### src/rtl/fst_pkg.sv
// Package for the format string tokenizer: phase and error codes, the result record,
// character constants and small decode functions.
// No dependencies; the top level and the bench import it.
package fst_pkg;

  // Default sizing of the block.
  localparam int unsigned POS_BITS_DEF  = 16;
  localparam int unsigned DIGIT_MAX_DEF = 99;

  // Depth of the result queue and saturation limit of parsed numbers.
  localparam int unsigned FIFO_DEPTH = 4;
  localparam logic [15:0] NUM_SAT    = 16'hFFFF;

  // Bytes from 0200 (octal) upwards are not ASCII.
  localparam logic [7:0] CH_NON_ASCII = 8'h80;

  // Characters that the parser reacts to.
  localparam logic [7:0] CH_PERCENT = 8'h25;
  localparam logic [7:0] CH_DOLLAR  = 8'h24;
  localparam logic [7:0] CH_STAR    = 8'h2A;
  localparam logic [7:0] CH_DOT     = 8'h2E;
  localparam logic [7:0] CH_MINUS   = 8'h2D;
  localparam logic [7:0] CH_PLUS    = 8'h2B;
  localparam logic [7:0] CH_SPACE   = 8'h20;
  localparam logic [7:0] CH_HASH    = 8'h23;
  localparam logic [7:0] CH_ZERO    = 8'h30;
  localparam logic [7:0] CH_NINE    = 8'h39;
  localparam logic [7:0] CH_LOWER_H = 8'h68;
  localparam logic [7:0] CH_LOWER_L = 8'h6C;

  // Bit positions in the flag field, in the order "-+ #0".
  localparam int unsigned FLAG_MINUS = 0;
  localparam int unsigned FLAG_PLUS  = 1;
  localparam int unsigned FLAG_SPACE = 2;
  localparam int unsigned FLAG_HASH  = 3;
  localparam int unsigned FLAG_ZERO  = 4;

  // Size modifier codes.
  localparam logic [1:0] SIZE_NONE = 2'd0;
  localparam logic [1:0] SIZE_H    = 2'd1;
  localparam logic [1:0] SIZE_L    = 2'd2;

  // Precision value that means no dot was given.
  localparam logic signed [16:0] PREC_NONE = -17'sd1;

  // Parse phases, one-hot.
  typedef enum logic [9:0] {
    PH_LIT    = 10'b00_0000_0001,
    PH_PCT    = 10'b00_0000_0010,
    PH_ARGN   = 10'b00_0000_0100,
    PH_FLAGS  = 10'b00_0000_1000,
    PH_WIDTH  = 10'b00_0001_0000,
    PH_AFTERW = 10'b00_0010_0000,
    PH_DOT    = 10'b00_0100_0000,
    PH_PREC   = 10'b00_1000_0000,
    PH_SIZE   = 10'b01_0000_0000,
    PH_CONV   = 10'b10_0000_0000
  } phase_e;

  // Error codes of a result record.
  typedef enum logic [2:0] {
    ERR_NONE      = 3'd0,
    ERR_EARLY_END = 3'd1,
    ERR_NON_ASCII = 3'd2,
    ERR_BAD_CONV  = 3'd3,
    ERR_TOO_LONG  = 3'd4
  } err_e;

  // One result record.
  typedef struct packed {
    logic [15:0]        text_start;
    logic [15:0]        text_length;
    logic [6:0]         converter;
    logic [15:0]        arg_number;
    logic [4:0]         flag_bits;
    logic [15:0]        min_width;
    logic signed [16:0] precision;
    logic [1:0]         size_modifier;
    logic               forwards_precision;
    err_e               error_code;
    logic               last_of_run;
  } rec_t;

  // Converters accepted: integer group "dic", "ouxX", float group "feEgG", strings "sS".
  function automatic logic is_conv(input logic [7:0] c);
    logic hit;
    hit = 1'b0;
    case (c)
      8'h64, 8'h69, 8'h63,                 // d i c
      8'h6F, 8'h75, 8'h78, 8'h58,          // o u x X
      8'h66, 8'h65, 8'h45, 8'h67, 8'h47,   // f e E g G
      8'h73, 8'h53:                        // s S
        hit = 1'b1;
      default: hit = 1'b0;
    endcase
    return hit;
  endfunction

  // Plus overrides space, and then space overrides zero.
  function automatic logic [4:0] resolve_flags(input logic [4:0] f);
    logic [4:0] r;
    r = f;
    if (r[FLAG_SPACE] && r[FLAG_PLUS]) r[FLAG_SPACE] = 1'b0;
    if (r[FLAG_ZERO] && r[FLAG_SPACE]) r[FLAG_ZERO] = 1'b0;
    return r;
  endfunction

endpackage

### src/rtl/fst_byte_if.sv
// Channel carrying format string bytes into the tokenizer.
// Stand-alone interface; no dependencies.
interface fst_byte_if;
  logic       valid;
  logic       ready;
  logic [7:0] fmt_byte;
  logic       end_of_string;

  modport source (output valid, fmt_byte, end_of_string, input ready);
  modport sink   (input valid, fmt_byte, end_of_string, output ready);
endinterface

### src/rtl/fst_rec_if.sv
// Channel carrying the tokenizer's result records.
// Stand-alone interface; no dependencies.
interface fst_rec_if;
  logic               valid;
  logic               ready;
  logic [15:0]        text_start;
  logic [15:0]        text_length;
  logic [6:0]         converter;
  logic [15:0]        arg_number;
  logic [4:0]         flag_bits;
  logic [15:0]        min_width;
  logic signed [16:0] precision;
  logic [1:0]         size_modifier;
  logic               forwards_precision;
  logic [2:0]         error_code;
  logic               last_of_run;

  modport source (output valid, text_start, text_length, converter, arg_number, flag_bits,
                  min_width, precision, size_modifier, forwards_precision, error_code,
                  last_of_run, input ready);
  modport sink   (input valid, text_start, text_length, converter, arg_number, flag_bits,
                  min_width, precision, size_modifier, forwards_precision, error_code,
                  last_of_run, output ready);
endinterface

### src/rtl/format_spec_tokenizer.sv
// Top level of the printf-style format string tokenizer.
// Depends on fst_pkg, fst_byte_if and fst_rec_if.
//
//   Channel | Direction | Request carries                           | Accepted when
//   in_i    | sink      | fmt_byte, end_of_string                   | valid && ready
//   out_o   | source    | one spec record (text, arg, flags, ...)   | valid && ready
//
// Each byte is parsed in the cycle it is accepted; one byte per cycle is sustained unless the queue backs up.
// Records enter a four-entry queue whose head drives out_o, so a record can appear the
// cycle after its byte. A byte may give two records (a star record and an error record).
// in_i.ready is low only while fewer than two queue slots are free.
// Reset is asynchronous and needs no clearing pass; the final byte of a string also
// returns the parser to its reset state.
module format_spec_tokenizer #(
  parameter int unsigned POS_BITS  = fst_pkg::POS_BITS_DEF,
  parameter int unsigned DIGIT_MAX = fst_pkg::DIGIT_MAX_DEF
) (
  input  logic  clk_i,
  input  logic  rst_ni,
  fst_byte_if.sink   in_i,
  fst_rec_if.source  out_o
);
  import fst_pkg::*;

  localparam int unsigned DC_BITS  = $clog2(DIGIT_MAX + 1);
  localparam int unsigned PTR_BITS = $clog2(FIFO_DEPTH);
  localparam int unsigned CNT_BITS = $clog2(FIFO_DEPTH + 1);

  // Parser state.
  phase_e              phase_q, phase_d;
  logic [POS_BITS-1:0] pos_q, pos_d;
  logic [POS_BITS-1:0] lit_start_q, lit_start_d;
  logic [POS_BITS-1:0] held_ts_q, held_ts_d;
  logic [POS_BITS-1:0] held_tl_q, held_tl_d;
  logic [15:0]         run_arg_q, run_arg_d;
  logic [15:0]         dig_val_q, dig_val_d;
  logic [DC_BITS-1:0]  dig_cnt_q, dig_cnt_d;
  logic                lead_zero_q, lead_zero_d;
  logic [4:0]          flags_q, flags_d;
  logic [15:0]         width_q, width_d;
  logic signed [16:0]  prec_q, prec_d;
  logic [1:0]          size_q, size_d;
  logic [15:0]         spec_arg_q, spec_arg_d;
  logic                err_hold_q, err_hold_d;

  // Result queue.
  rec_t                fifo_q [FIFO_DEPTH];
  logic [PTR_BITS-1:0] wr_ptr_q, rd_ptr_q;
  logic [CNT_BITS-1:0] cnt_q;

  // Per-byte working signals.
  logic        in_fire, out_fire, eos, is_dig, dig_ovf, active;
  logic [7:0]  c;
  logic [3:0]  dig;
  logic [19:0] prod;
  logic [15:0] dig_next;
  err_e        err;
  logic        emit_v;
  rec_t        emit_rec, err_rec, rec0, rec1;
  logic [1:0]  push_n;

  assign in_fire  = in_i.valid && in_i.ready;
  assign out_fire = out_o.valid && out_o.ready;
  assign c        = in_i.fmt_byte;
  assign eos      = in_i.end_of_string;
  assign is_dig   = (c >= CH_ZERO) && (c <= CH_NINE);
  assign dig      = c[3:0];

  // Next digit value when a run continues, saturated at the largest number.
  assign prod     = {1'b0, dig_val_q, 3'b000} + {3'b000, dig_val_q, 1'b0} + {16'd0, dig};
  assign dig_next = (prod[19:16] != 4'd0) ? NUM_SAT : prod[15:0];
  assign dig_ovf  = (dig_cnt_q >= DC_BITS'(DIGIT_MAX));

  // Single pass over the phases. Fall-through only ever moves forward in this order,
  // so each phase is one block that may hand the byte on to a later one.
  always_comb begin
    phase_d     = phase_q;
    pos_d       = pos_q;
    lit_start_d = lit_start_q;
    held_ts_d   = held_ts_q;
    held_tl_d   = held_tl_q;
    run_arg_d   = run_arg_q;
    dig_val_d   = dig_val_q;
    dig_cnt_d   = dig_cnt_q;
    lead_zero_d = lead_zero_q;
    flags_d     = flags_q;
    width_d     = width_q;
    prec_d      = prec_q;
    size_d      = size_q;
    spec_arg_d  = spec_arg_q;
    err_hold_d  = err_hold_q;
    err         = ERR_NONE;
    active      = 1'b0;
    emit_v      = 1'b0;
    emit_rec    = '0;

    if (in_fire && !err_hold_q) begin
      active = 1'b1;

      // Any non-ASCII byte inside a spec is an error.
      if (phase_q != PH_LIT && c >= CH_NON_ASCII) begin
        err    = ERR_NON_ASCII;
        active = 1'b0;
      end

      // Literal text: a percent opens a spec; the final byte closes the trailing text.
      if (active && phase_d == PH_LIT) begin
        if (c == CH_PERCENT) begin
          held_ts_d = lit_start_d;
          held_tl_d = pos_q - lit_start_d;
          phase_d   = PH_PCT;
        end else if (eos) begin
          emit_v               = 1'b1;
          emit_rec.text_start  = 16'(lit_start_d);
          emit_rec.text_length = 16'(pos_q + POS_BITS'(1) - lit_start_d);
        end
        active = 1'b0;
      end

      // Just after the percent sign.
      if (active && phase_d == PH_PCT) begin
        if (c == CH_PERCENT) begin
          emit_v               = 1'b1;
          emit_rec.text_start  = 16'(held_ts_d);
          emit_rec.text_length = 16'(held_tl_d);
          emit_rec.converter   = CH_PERCENT[6:0];
          held_ts_d            = '0;
          held_tl_d            = '0;
          lit_start_d          = pos_q + POS_BITS'(1);
          phase_d              = PH_LIT;
          active               = 1'b0;
        end else if (is_dig) begin
          dig_val_d   = {12'd0, dig};
          dig_cnt_d   = DC_BITS'(1);
          lead_zero_d = (c == CH_ZERO);
          phase_d     = PH_ARGN;
          active      = 1'b0;
        end else begin
          if (run_arg_d != NUM_SAT) run_arg_d = run_arg_d + 16'd1;
          spec_arg_d = run_arg_d;
          phase_d    = PH_FLAGS;
        end
      end

      // Digits that may turn out to be a positional argument number.
      if (active && phase_d == PH_ARGN) begin
        if (is_dig) begin
          if (dig_ovf) begin
            err = ERR_TOO_LONG;
          end else begin
            dig_val_d = dig_next;
            dig_cnt_d = dig_cnt_q + DC_BITS'(1);
          end
          active = 1'b0;
        end else if (c == CH_DOLLAR && dig_val_q != 16'd0) begin
          run_arg_d  = dig_val_q;
          spec_arg_d = dig_val_q;
          phase_d    = PH_FLAGS;
          active     = 1'b0;
        end else begin
          // Not positional: read the digits again as zero flag and width.
          if (run_arg_d != NUM_SAT) run_arg_d = run_arg_d + 16'd1;
          spec_arg_d = run_arg_d;
          if (lead_zero_q) flags_d[FLAG_ZERO] = 1'b1;
          if (dig_val_q == 16'd0) begin
            phase_d = PH_FLAGS;
          end else begin
            width_d = dig_val_q;
            phase_d = PH_AFTERW;
          end
        end
      end

      // Flag characters, a star width or the first width digit.
      if (active && phase_d == PH_FLAGS) begin
        active = 1'b0;
        case (c)
          CH_MINUS: flags_d[FLAG_MINUS] = 1'b1;
          CH_PLUS:  flags_d[FLAG_PLUS]  = 1'b1;
          CH_SPACE: flags_d[FLAG_SPACE] = 1'b1;
          CH_HASH:  flags_d[FLAG_HASH]  = 1'b1;
          CH_ZERO:  flags_d[FLAG_ZERO]  = 1'b1;
          CH_STAR: begin
            emit_v               = 1'b1;
            emit_rec.text_start  = 16'(held_ts_d);
            emit_rec.text_length = 16'(held_tl_d);
            emit_rec.converter   = CH_STAR[6:0];
            emit_rec.arg_number  = spec_arg_d;
            emit_rec.flag_bits   = resolve_flags(flags_d);
            emit_rec.min_width   = width_d;
            emit_rec.size_modifier = size_d;
            flags_d   = '0;
            width_d   = '0;
            prec_d    = PREC_NONE;
            size_d    = SIZE_NONE;
            held_ts_d = '0;
            held_tl_d = '0;
            if (run_arg_d != NUM_SAT) run_arg_d = run_arg_d + 16'd1;
            spec_arg_d = run_arg_d;
            phase_d    = PH_AFTERW;
          end
          default: begin
            if (is_dig) begin
              dig_val_d = {12'd0, dig};
              dig_cnt_d = DC_BITS'(1);
              phase_d   = PH_WIDTH;
            end else begin
              width_d = '0;
              phase_d = PH_AFTERW;
              active  = 1'b1;
            end
          end
        endcase
      end

      // Width digits.
      if (active && phase_d == PH_WIDTH) begin
        if (is_dig) begin
          if (dig_ovf) begin
            err = ERR_TOO_LONG;
          end else begin
            dig_val_d = dig_next;
            dig_cnt_d = dig_cnt_q + DC_BITS'(1);
          end
          active = 1'b0;
        end else begin
          width_d = dig_val_q;
          phase_d = PH_AFTERW;
        end
      end

      // After the width: a dot opens the precision.
      if (active && phase_d == PH_AFTERW) begin
        if (c == CH_DOT) begin
          phase_d = PH_DOT;
          active  = 1'b0;
        end else begin
          prec_d  = PREC_NONE;
          phase_d = PH_SIZE;
        end
      end

      // Just after the dot.
      if (active && phase_d == PH_DOT) begin
        if (c == CH_STAR) begin
          emit_v                      = 1'b1;
          emit_rec.text_start         = 16'(held_ts_d);
          emit_rec.text_length        = 16'(held_tl_d);
          emit_rec.converter          = CH_STAR[6:0];
          emit_rec.arg_number         = spec_arg_d;
          emit_rec.flag_bits          = resolve_flags(flags_d);
          emit_rec.min_width          = width_d;
          emit_rec.size_modifier      = size_d;
          emit_rec.forwards_precision = 1'b1;
          flags_d   = '0;
          width_d   = '0;
          prec_d    = '0;
          size_d    = SIZE_NONE;
          held_ts_d = '0;
          held_tl_d = '0;
          if (run_arg_d != NUM_SAT) run_arg_d = run_arg_d + 16'd1;
          spec_arg_d = run_arg_d;
          phase_d    = PH_SIZE;
          active     = 1'b0;
        end else if (is_dig) begin
          dig_val_d = {12'd0, dig};
          dig_cnt_d = DC_BITS'(1);
          phase_d   = PH_PREC;
          active    = 1'b0;
        end else begin
          prec_d  = '0;
          phase_d = PH_SIZE;
        end
      end

      // Precision digits.
      if (active && phase_d == PH_PREC) begin
        if (is_dig) begin
          if (dig_ovf) begin
            err = ERR_TOO_LONG;
          end else begin
            dig_val_d = dig_next;
            dig_cnt_d = dig_cnt_q + DC_BITS'(1);
          end
          active = 1'b0;
        end else begin
          prec_d  = {1'b0, dig_val_q};
          phase_d = PH_SIZE;
        end
      end

      // Optional h or l modifier.
      if (active && phase_d == PH_SIZE) begin
        phase_d = PH_CONV;
        if (c == CH_LOWER_H) begin
          size_d = SIZE_H;
          active = 1'b0;
        end else if (c == CH_LOWER_L) begin
          size_d = SIZE_L;
          active = 1'b0;
        end
      end

      // Converter byte closes the spec.
      if (active && phase_d == PH_CONV) begin
        if (is_conv(c)) begin
          emit_v                 = 1'b1;
          emit_rec.text_start    = 16'(held_ts_d);
          emit_rec.text_length   = 16'(held_tl_d);
          emit_rec.converter     = c[6:0];
          emit_rec.arg_number    = spec_arg_d;
          emit_rec.flag_bits     = resolve_flags(flags_d);
          emit_rec.min_width     = width_d;
          emit_rec.precision     = prec_d;
          emit_rec.size_modifier = size_d;
          flags_d     = '0;
          width_d     = '0;
          prec_d      = PREC_NONE;
          size_d      = SIZE_NONE;
          held_ts_d   = '0;
          held_tl_d   = '0;
          lit_start_d = pos_q + POS_BITS'(1);
          phase_d     = PH_LIT;
        end else begin
          err = ERR_BAD_CONV;
        end
        active = 1'b0;
      end

      // A string that ends inside a spec is cut short.
      if (err == ERR_NONE && eos && phase_d != PH_LIT) err = ERR_EARLY_END;
      if (err != ERR_NONE) err_hold_d = 1'b1;
      pos_d = pos_q + POS_BITS'(1);
    end

    // The final byte returns everything to the reset state.
    if (in_fire && eos) begin
      phase_d     = PH_LIT;
      pos_d       = '0;
      lit_start_d = '0;
      held_ts_d   = '0;
      held_tl_d   = '0;
      run_arg_d   = '0;
      dig_val_d   = '0;
      dig_cnt_d   = '0;
      lead_zero_d = 1'b0;
      flags_d     = '0;
      width_d     = '0;
      prec_d      = PREC_NONE;
      size_d      = SIZE_NONE;
      spec_arg_d  = '0;
      err_hold_d  = 1'b0;
    end
  end

  // Order the records of this byte and mark the last one.
  always_comb begin
    err_rec            = '0;
    err_rec.error_code = err;
    rec0               = '0;
    rec1               = '0;
    push_n             = 2'd0;
    if (emit_v) begin
      rec0   = emit_rec;
      push_n = 2'd1;
    end
    if (err != ERR_NONE) begin
      if (emit_v) begin
        rec1   = err_rec;
        push_n = 2'd2;
      end else begin
        rec0   = err_rec;
        push_n = 2'd1;
      end
    end
    if (push_n == 2'd1) rec0.last_of_run = 1'b1;
    if (push_n == 2'd2) rec1.last_of_run = 1'b1;
  end

  // Parser state registers.
  always_ff @(posedge clk_i or negedge rst_ni) begin
    if (!rst_ni) begin
      phase_q     <= PH_LIT;
      pos_q       <= '0;
      lit_start_q <= '0;
      held_ts_q   <= '0;
      held_tl_q   <= '0;
      run_arg_q   <= '0;
      dig_val_q   <= '0;
      dig_cnt_q   <= '0;
      lead_zero_q <= 1'b0;
      flags_q     <= '0;
      width_q     <= '0;
      prec_q      <= PREC_NONE;
      size_q      <= SIZE_NONE;
      spec_arg_q  <= '0;
      err_hold_q  <= 1'b0;
    end else begin
      phase_q     <= phase_d;
      pos_q       <= pos_d;
      lit_start_q <= lit_start_d;
      held_ts_q   <= held_ts_d;
      held_tl_q   <= held_tl_d;
      run_arg_q   <= run_arg_d;
      dig_val_q   <= dig_val_d;
      dig_cnt_q   <= dig_cnt_d;
      lead_zero_q <= lead_zero_d;
      flags_q     <= flags_d;
      width_q     <= width_d;
      prec_q      <= prec_d;
      size_q      <= size_d;
      spec_arg_q  <= spec_arg_d;
      err_hold_q  <= err_hold_d;
    end
  end

  // Result queue storage; entries need no reset.
  always_ff @(posedge clk_i) begin
    if (push_n != 2'd0) fifo_q[wr_ptr_q] <= rec0;
    if (push_n == 2'd2) fifo_q[wr_ptr_q + PTR_BITS'(1)] <= rec1;
  end

  // Result queue pointers and fill count.
  always_ff @(posedge clk_i or negedge rst_ni) begin
    if (!rst_ni) begin
      wr_ptr_q <= '0;
      rd_ptr_q <= '0;
      cnt_q    <= '0;
    end else begin
      wr_ptr_q <= wr_ptr_q + PTR_BITS'(push_n);
      if (out_fire) rd_ptr_q <= rd_ptr_q + PTR_BITS'(1);
      cnt_q <= cnt_q + CNT_BITS'(push_n) - CNT_BITS'(out_fire);
    end
  end

  // A new byte is taken while two slots are free.
  assign in_i.ready = (cnt_q <= CNT_BITS'(FIFO_DEPTH - 2));

  // Queue head drives the output channel.
  assign out_o.valid              = (cnt_q != '0);
  assign out_o.text_start         = fifo_q[rd_ptr_q].text_start;
  assign out_o.text_length        = fifo_q[rd_ptr_q].text_length;
  assign out_o.converter          = fifo_q[rd_ptr_q].converter;
  assign out_o.arg_number         = fifo_q[rd_ptr_q].arg_number;
  assign out_o.flag_bits          = fifo_q[rd_ptr_q].flag_bits;
  assign out_o.min_width          = fifo_q[rd_ptr_q].min_width;
  assign out_o.precision          = fifo_q[rd_ptr_q].precision;
  assign out_o.size_modifier      = fifo_q[rd_ptr_q].size_modifier;
  assign out_o.forwards_precision = fifo_q[rd_ptr_q].forwards_precision;
  assign out_o.error_code         = fifo_q[rd_ptr_q].error_code;
  assign out_o.last_of_run        = fifo_q[rd_ptr_q].last_of_run;

  // The queue never holds more records than it has slots.
  assert property (@(posedge clk_i) disable iff (!rst_ni)
    cnt_q <= CNT_BITS'(FIFO_DEPTH))
    else $error("result queue overfilled");

  // Bytes after an error give no record.
  assert property (@(posedge clk_i) disable iff (!rst_ni)
    (in_fire && err_hold_q) |-> (push_n == 2'd0))
    else $error("record produced while an error is held");

  // Two records from one byte are always a star record and an early end.
  assert property (@(posedge clk_i) disable iff (!rst_ni)
    (push_n == 2'd2) |-> (rec0.converter == CH_STAR[6:0] &&
                          rec1.error_code == ERR_EARLY_END))
    else $error("unexpected record pair");

  // Plus and space never leave the block together.
  assert property (@(posedge clk_i) disable iff (!rst_ni)
    (push_n != 2'd0) |-> !(rec0.flag_bits[FLAG_PLUS] && rec0.flag_bits[FLAG_SPACE]))
    else $error("flag conflict left unresolved");

  // The final byte of a string leaves the parser in its reset phase.
  assert property (@(posedge clk_i) disable iff (!rst_ni)
    (in_fire && eos) |=> (phase_q == PH_LIT && !err_hold_q && pos_q == '0))
    else $error("parser not returned to idle after end of string");

endmodule

### src/flat_wrapper.sv
// flat-port wrapper written by rule: the top's interface ports become plain ports
module format_spec_tokenizer_flat import fst_pkg::*;
#(
  parameter int unsigned POS_BITS  = fst_pkg::POS_BITS_DEF,
  parameter int unsigned DIGIT_MAX = fst_pkg::DIGIT_MAX_DEF
)
  (clk_i, rst_ni, in_i_valid, in_i_fmt_byte, in_i_end_of_string, in_i_ready, out_o_valid, out_o_text_start, out_o_text_length, out_o_converter, out_o_arg_number, out_o_flag_bits, out_o_min_width, out_o_precision, out_o_size_modifier, out_o_forwards_precision, out_o_error_code, out_o_last_of_run, out_o_ready);
  fst_byte_if in_i_i ();
  fst_rec_if out_o_i ();
  input  logic clk_i;
  input  logic rst_ni;
  input wire logic [$bits(in_i_i.valid)-1:0] in_i_valid;
  input wire logic [$bits(in_i_i.fmt_byte)-1:0] in_i_fmt_byte;
  input wire logic [$bits(in_i_i.end_of_string)-1:0] in_i_end_of_string;
  output wire logic [$bits(in_i_i.ready)-1:0] in_i_ready;
  output wire logic [$bits(out_o_i.valid)-1:0] out_o_valid;
  output wire logic [$bits(out_o_i.text_start)-1:0] out_o_text_start;
  output wire logic [$bits(out_o_i.text_length)-1:0] out_o_text_length;
  output wire logic [$bits(out_o_i.converter)-1:0] out_o_converter;
  output wire logic [$bits(out_o_i.arg_number)-1:0] out_o_arg_number;
  output wire logic [$bits(out_o_i.flag_bits)-1:0] out_o_flag_bits;
  output wire logic [$bits(out_o_i.min_width)-1:0] out_o_min_width;
  output wire logic [$bits(out_o_i.precision)-1:0] out_o_precision;
  output wire logic [$bits(out_o_i.size_modifier)-1:0] out_o_size_modifier;
  output wire logic [$bits(out_o_i.forwards_precision)-1:0] out_o_forwards_precision;
  output wire logic [$bits(out_o_i.error_code)-1:0] out_o_error_code;
  output wire logic [$bits(out_o_i.last_of_run)-1:0] out_o_last_of_run;
  input wire logic [$bits(out_o_i.ready)-1:0] out_o_ready;
  assign in_i_i.valid = in_i_valid;
  assign in_i_i.fmt_byte = in_i_fmt_byte;
  assign in_i_i.end_of_string = in_i_end_of_string;
  assign in_i_ready = in_i_i.ready;
  assign out_o_valid = out_o_i.valid;
  assign out_o_text_start = out_o_i.text_start;
  assign out_o_text_length = out_o_i.text_length;
  assign out_o_converter = out_o_i.converter;
  assign out_o_arg_number = out_o_i.arg_number;
  assign out_o_flag_bits = out_o_i.flag_bits;
  assign out_o_min_width = out_o_i.min_width;
  assign out_o_precision = out_o_i.precision;
  assign out_o_size_modifier = out_o_i.size_modifier;
  assign out_o_forwards_precision = out_o_i.forwards_precision;
  assign out_o_error_code = out_o_i.error_code;
  assign out_o_last_of_run = out_o_i.last_of_run;
  assign out_o_i.ready = out_o_ready;
  format_spec_tokenizer #(.POS_BITS(POS_BITS), .DIGIT_MAX(DIGIT_MAX)) u_core (.clk_i(clk_i), .rst_ni(rst_ni), .in_i(in_i_i), .out_o(out_o_i));
endmodule
### config.mk
export PLATFORM = sky130hd
export DESIGN_NAME = format_spec_tokenizer_flat
export DESIGN_NICKNAME = d
export VERILOG_FILES = /design/src/rtl/fst_pkg.sv /design/src/rtl/fst_byte_if.sv /design/src/rtl/fst_rec_if.sv /design/src/rtl/format_spec_tokenizer.sv /design/src/flat_wrapper.sv
export SDC_FILE = /design/constraint.sdc
export NUM_CORES = 2
export LEC_CHECK = 0
export BUFFER_PORTS_ARGS = -buffer_cell sky130_fd_sc_hd__buf_2
export CAP_MARGIN = 20
export CORE_ASPECT_RATIO = 0.6
export CORE_MARGIN = 2
export CORE_UTILIZATION = 55
export CTS_CLUSTER_DIAMETER = 200
export DETAILED_ROUTE_END_ITERATION = 16
export GPL_TIMING_DRIVEN = 0
export PLACE_DENSITY = 0.75
export SLEW_MARGIN = 10
export SYNTH_ARGS = -nofsm -noshare
export SYNTH_HDL_FRONTEND = slang
export SYNTH_SLANG_ARGS = --single-unit
### constraint.sdc
create_clock -name clk_i -period 7.25 [get_ports clk_i]
set_clock_uncertainty 0.15 [all_clocks]
set_input_delay 0 -clock clk_i [delete_from_list [all_inputs] [get_ports clk_i]]
set_output_delay 0 -clock clk_i [all_outputs]
set_load 0.02 [all_outputs]
==> results.py <==
metrics = {
    "timing": {
        "clock.fmax_mhz": 137,
        "drv_slew": 0,
        "layout_setup_ws_ps": -32.2,
        "rsz0062_at_grt": "true",
        "finalHoldViolations": 0,
        "setup_violations": 13,
        "slew_headroom_pct": 16.7,
        "worst_pin_slew_ps": 1250,
        "fin_crit_sh_pct": 100,
        "whs_ps": 49.8,
        "period_needed_ps": 7280,
    },
    "route": {
        "drt_pass1_iterations": 6,
        "antenna_left": 0,
        "vias": 32100,
        "wl_per_cell_um": 27.6,
        "drt_iter0_markers": 5233,
        "wl_um": 130000,
        "drcViolationCount": 0,
        "vias_per_cell": 6.85,
    },
    "clock_tree": {
        "cts_tree": "yes",
        "clk_pin_slew_ps": 70,
        "clock_latency_ps": 640,
        "clockRootBuffer": "clkbuf_16",
        "clkSinkCount": 578,
        "clk_path_buf_depth": 3,
        "htreeDepth": 2,
        "cts-buffers-inserted": 52,
    },
    "synthesis": {
        "synth.area.mux_share_pct": 7.83,
        "ys_seq_area_share_pct": 39.5,
        "synth_top_family_by_area": "compound AO/OA/AOI/OAI gates",
        "synth-simple-area-share_pct": 17.1,
        "ys_warn_count": 0,
        "synthCells": 3648,
        "ys_types": 114,
        "syn_avg_cell_area_um2": 8.77,
        "yosysMostFrequentCell": "nand2_1",
        "synth-compound-area-share_pct": 24.9,
        "synth_common_cells": "nand2_1, dfxtp_1, o21ai_0",
        "syn-num-nets": 3739,
        "syn-cell-area_um2": 32000,
        "synth-async-reset-ratio_pct": 30.8,
        "synth_edf_count": 16,
        "synth-adder-area-share_pct": 3.23,
        "synth_top_area_cell": "dfxtp_1",
        "ys_top_cells_by_area": "dfxtp_1, dfrtp_1, mux4_2",
        "synth_xor_area_share_pct": 2.90,
        "ys_seq_elements": 578,
        "netlist.area_leader.share_pct": 24.0,
        "ys.flop_type": "dfxtp_1",
    },
    "place": {
        "dp.cells": 4537,
        "gp_congestion": 1.08,
        "pre_cts_ws_ps": -2580,
        "port_buffers": 114,
        "post-dp-hpwl_um": 97700,
    },
    "cells_and_area": {
        "syn_to_final_growth_pct": 15.2,
        "fillers": 4945,
        "final_cell_count_no_fill": 4689,
        "fin_nets": 3965,
        "final_layout_size_suffix_gt1_share_pct": 16.7,
        "final_core_util_pct": 64.0,
    },
    "power_and_ir_drop": {
        "vdd_ir_drop_max_uv": 234,
        "power_density_nw_per_um2": 239,
        "switchingPower_w": 0.00310,
        "seq_power_share_pct": 38.7,
        "power_frac_comb_pct": 27.2,
        "finalPower_w": 0.00879,
        "p_sw_share_pct": 35.3,
        "p_int_w": 0.00569,
        "p_leak_nw": 14.1,
        "clkPwrFrac_pct": 34.1,
    },
    "global_routing": {
        "grt_pass1_wl_um": 189000,
        "antenna_found_initial": 3,
        "grt_pass1_vias": 29100,
        "grt-ovfl-total": 0,
        "grt_max_degree": 90,
        "grt_usage_pct": 41.9,
    },
    "critical_path": {
        "crit_buf_inv": 11,
        "required_ps": 7460,
        "reg2reg_from": "u_core.phase_q[7]",
        "crit_arrival_ps": 7500,
        "worst_setup_path_start_kind": "flip-flop",
        "crit_top_cell": "buf_4",
        "slowest_delay_ps": 740,
        "crit_fanout": 10,
        "timing.rr.end": "u_core.fifo_q[3][2]",
        "setup.worst_path.start": "u_core.phase_q[7]",
        "crit_type": "reg -> reg",
        "worstPathCellList": "buf_2 > nor4_4 > buf_4 > nand3_1 > clkbuf_2 > nor3_1 > o21ai_0 > nand4_1 > nor2_1 > clkbuf_1 > nor2_1 > nand2_4 > o31ai_4 > inv_2 > buf_6 > buf_6 > ha_2 > inv_1 > nor3b_2 > nor2_4 > buf_4 > buf_4 > inv_2",
        "cp_slowest_cell": "nor3_1",
        "end_kind": "flip-flop",
        "reg2reg_depth": 23,
        "cpLargestDelayFamily": "simple AND/OR/NAND/NOR gates",
        "cp_num_cells": 23,
        "r2r_slack_ps": -30,
        "cp-endpoint": "u_core.fifo_q[3][2]",
    },
    "floorplanning": {
        "start_util_pct": 55.6,
        "dieArea_um2": 60200,
        "row_count": 68,
        "fp.dieH_um": 191,
        "top_level_ports": 115,
        "core_area_um2": 57500,
        "fp.dieW_um": 315,
    },
    "job": {
        "maxCapViolCount": 0,
    },
    "outcome": {
        "violations": "negative setup slack",
        "run_status": "finished with violations",
    },
    "worst_hold_path": {
        "holdPathStages": 3,
        "min_path_type": "in -> reg",
    },
}
## metrics by stage
stage | setup TNS, ps | area [um^2]
2_1_floorplan | 0 | 32000
4_1_cts | 0 | 36300
5_1_grt | -898 | 36800
3_5_place_dp | -829560 | 33600
3_3_place_gp | -1132430 | 33500
6_report | -201 | 36800
## cells by family after synthesis
kind of cell               Yosys count
xor gates and xnor gates           106
muxes                              124
AOI/OAI and AO/OA                 1230
buffers and inverters              350
DFF                                578
and+or+nand+nor                   1180
adders and majority gates           80
## per-layer routing
layer / global-route usage (%) / vias to the layer above / part of all wire [%]
met5: 0 / - / 0.085
met3: 17.0 / 263 / 16
met2: 54.8 / 2292 / 38
met1: 63.1 / 15700 / 43
li1: - / 13800 / -
met4: 10.3 / 4 / 2.7
## worst register-to-register path, stage by stage, from the launching register on
cell      delay, ps
dfrtp_1         360
buf_2           200
nor4_4          280
buf_4           190
nand3_1         330
clkbuf_2        450
nor3_1          740
o21ai_0         230
nand4_1         330
nor2_1          270
clkbuf_1        420
nor2_1          640
nand2_4         210
o31ai_4         390
inv_2            90
buf_6           170
buf_6           170
ha_2            220
inv_1           190
nor3b_2          90
nor2_4          240
buf_4           290
buf_4           270
inv_2           110
## worst min-delay path by stage
stage                     slack, ps                   end              from
final                            50  u_core.fifo_q[1][65]  in_i_fmt_byte[4]
after global routing             40  u_core.fifo_q[2][65]  in_i_fmt_byte[4]
after CTS                        20  u_core.fifo_q[1][65]  in_i_fmt_byte[4]
after detailed placement       -300  u_core.dig_val_q[14]            rst_ni
after global placement          250    u_core.rd_ptr_q[0]       out_o_ready
after floorplan                -450       u_core.cnt_q[0]            rst_ni
## cell type report
type / instances / area [um^2] / area share (%)
clock inverter: 34 / 347 / 0.941
timing repair buffer: 180 / 1170 / 3.17
inverter: 79 / 299 / 0.812
tap: 770 / 963 / 2.62
antenna: 1 / 2.50 / 0.00679
sequential: 578 / 12600 / 34.3
buffer: 263 / 1220 / 3.30
multi-input combinational: 2720 / 18700 / 50.8
clock buffer: 64 / 1470 / 3.99
## cells in the final DEF, fill, tap and decap left out, drive strengths merged, types with 22 or more instances in the layout
master and instances:
nand2 580, o21ai 490, dfxtp 384, clkbuf 260
nor2 250, buf 231, a21oi 215, a22o 173
dfrtp 160, mux4 100, inv 85, ha 73
nand3 70, xnor2 69, nor3 51, xor2 37
a22oi 34, and3 33, o211ai 31, a31oi 31
o31ai 29, o22ai 27, and2 26, nor4 26
nand4 25, a211oi 24, or2 24, a21o 22
clkinv 22
## registers in the layout, summed over array words and instances (netlist names)
| name | count |
|---|---|
| u_core.pos_q | 16 |
| u_core.rd_ptr_q | 2 |
| u_core.spec_arg_q | 16 |
| u_core.cnt_q | 3 |
| u_core.lit_start_q | 16 |
| u_core.dig_cnt_q | 7 |
| u_core.fifo_q | 400 |
| u_core.width_q | 16 |
| u_core.lead_zero_q | 1 |
| u_core.run_arg_q | 16 |
| u_core.wr_ptr_q | 2 |
| u_core.held_tl_q | 16 |
| u_core.flags_q | 5 |
| u_core.prec_q | 17 |
| u_core.size_q | 2 |
| u_core.err_hold_q | 1 |
| u_core.held_ts_q | 16 |
| u_core.dig_val_q | 16 |
| u_core.phase_q | 10 |
## power by group through the flow
stage	Sequential, W	Clock, W	Combinational, W
2_1_floorplan	0.00344	0	0.00140
4_1_cts	0.00340	0.00298	0.00224
5_1_grt	0.00341	0.00310	0.00249
6_report	0.00340	0.00299	0.00239
3_3_place_gp	0.00346	0	0.00215
3_5_place_dp	0.00346	0	0.00217
## timing repair
item                                    CTS  global route
pin swaps                                20            24
resized for setup                       147           100
endpoints found under the hold margin   197             0
hold buffers                             16             0
endpoints found under the setup margin  503           460
setup buffers                            17            24
(Power assumes the default switching activity.)
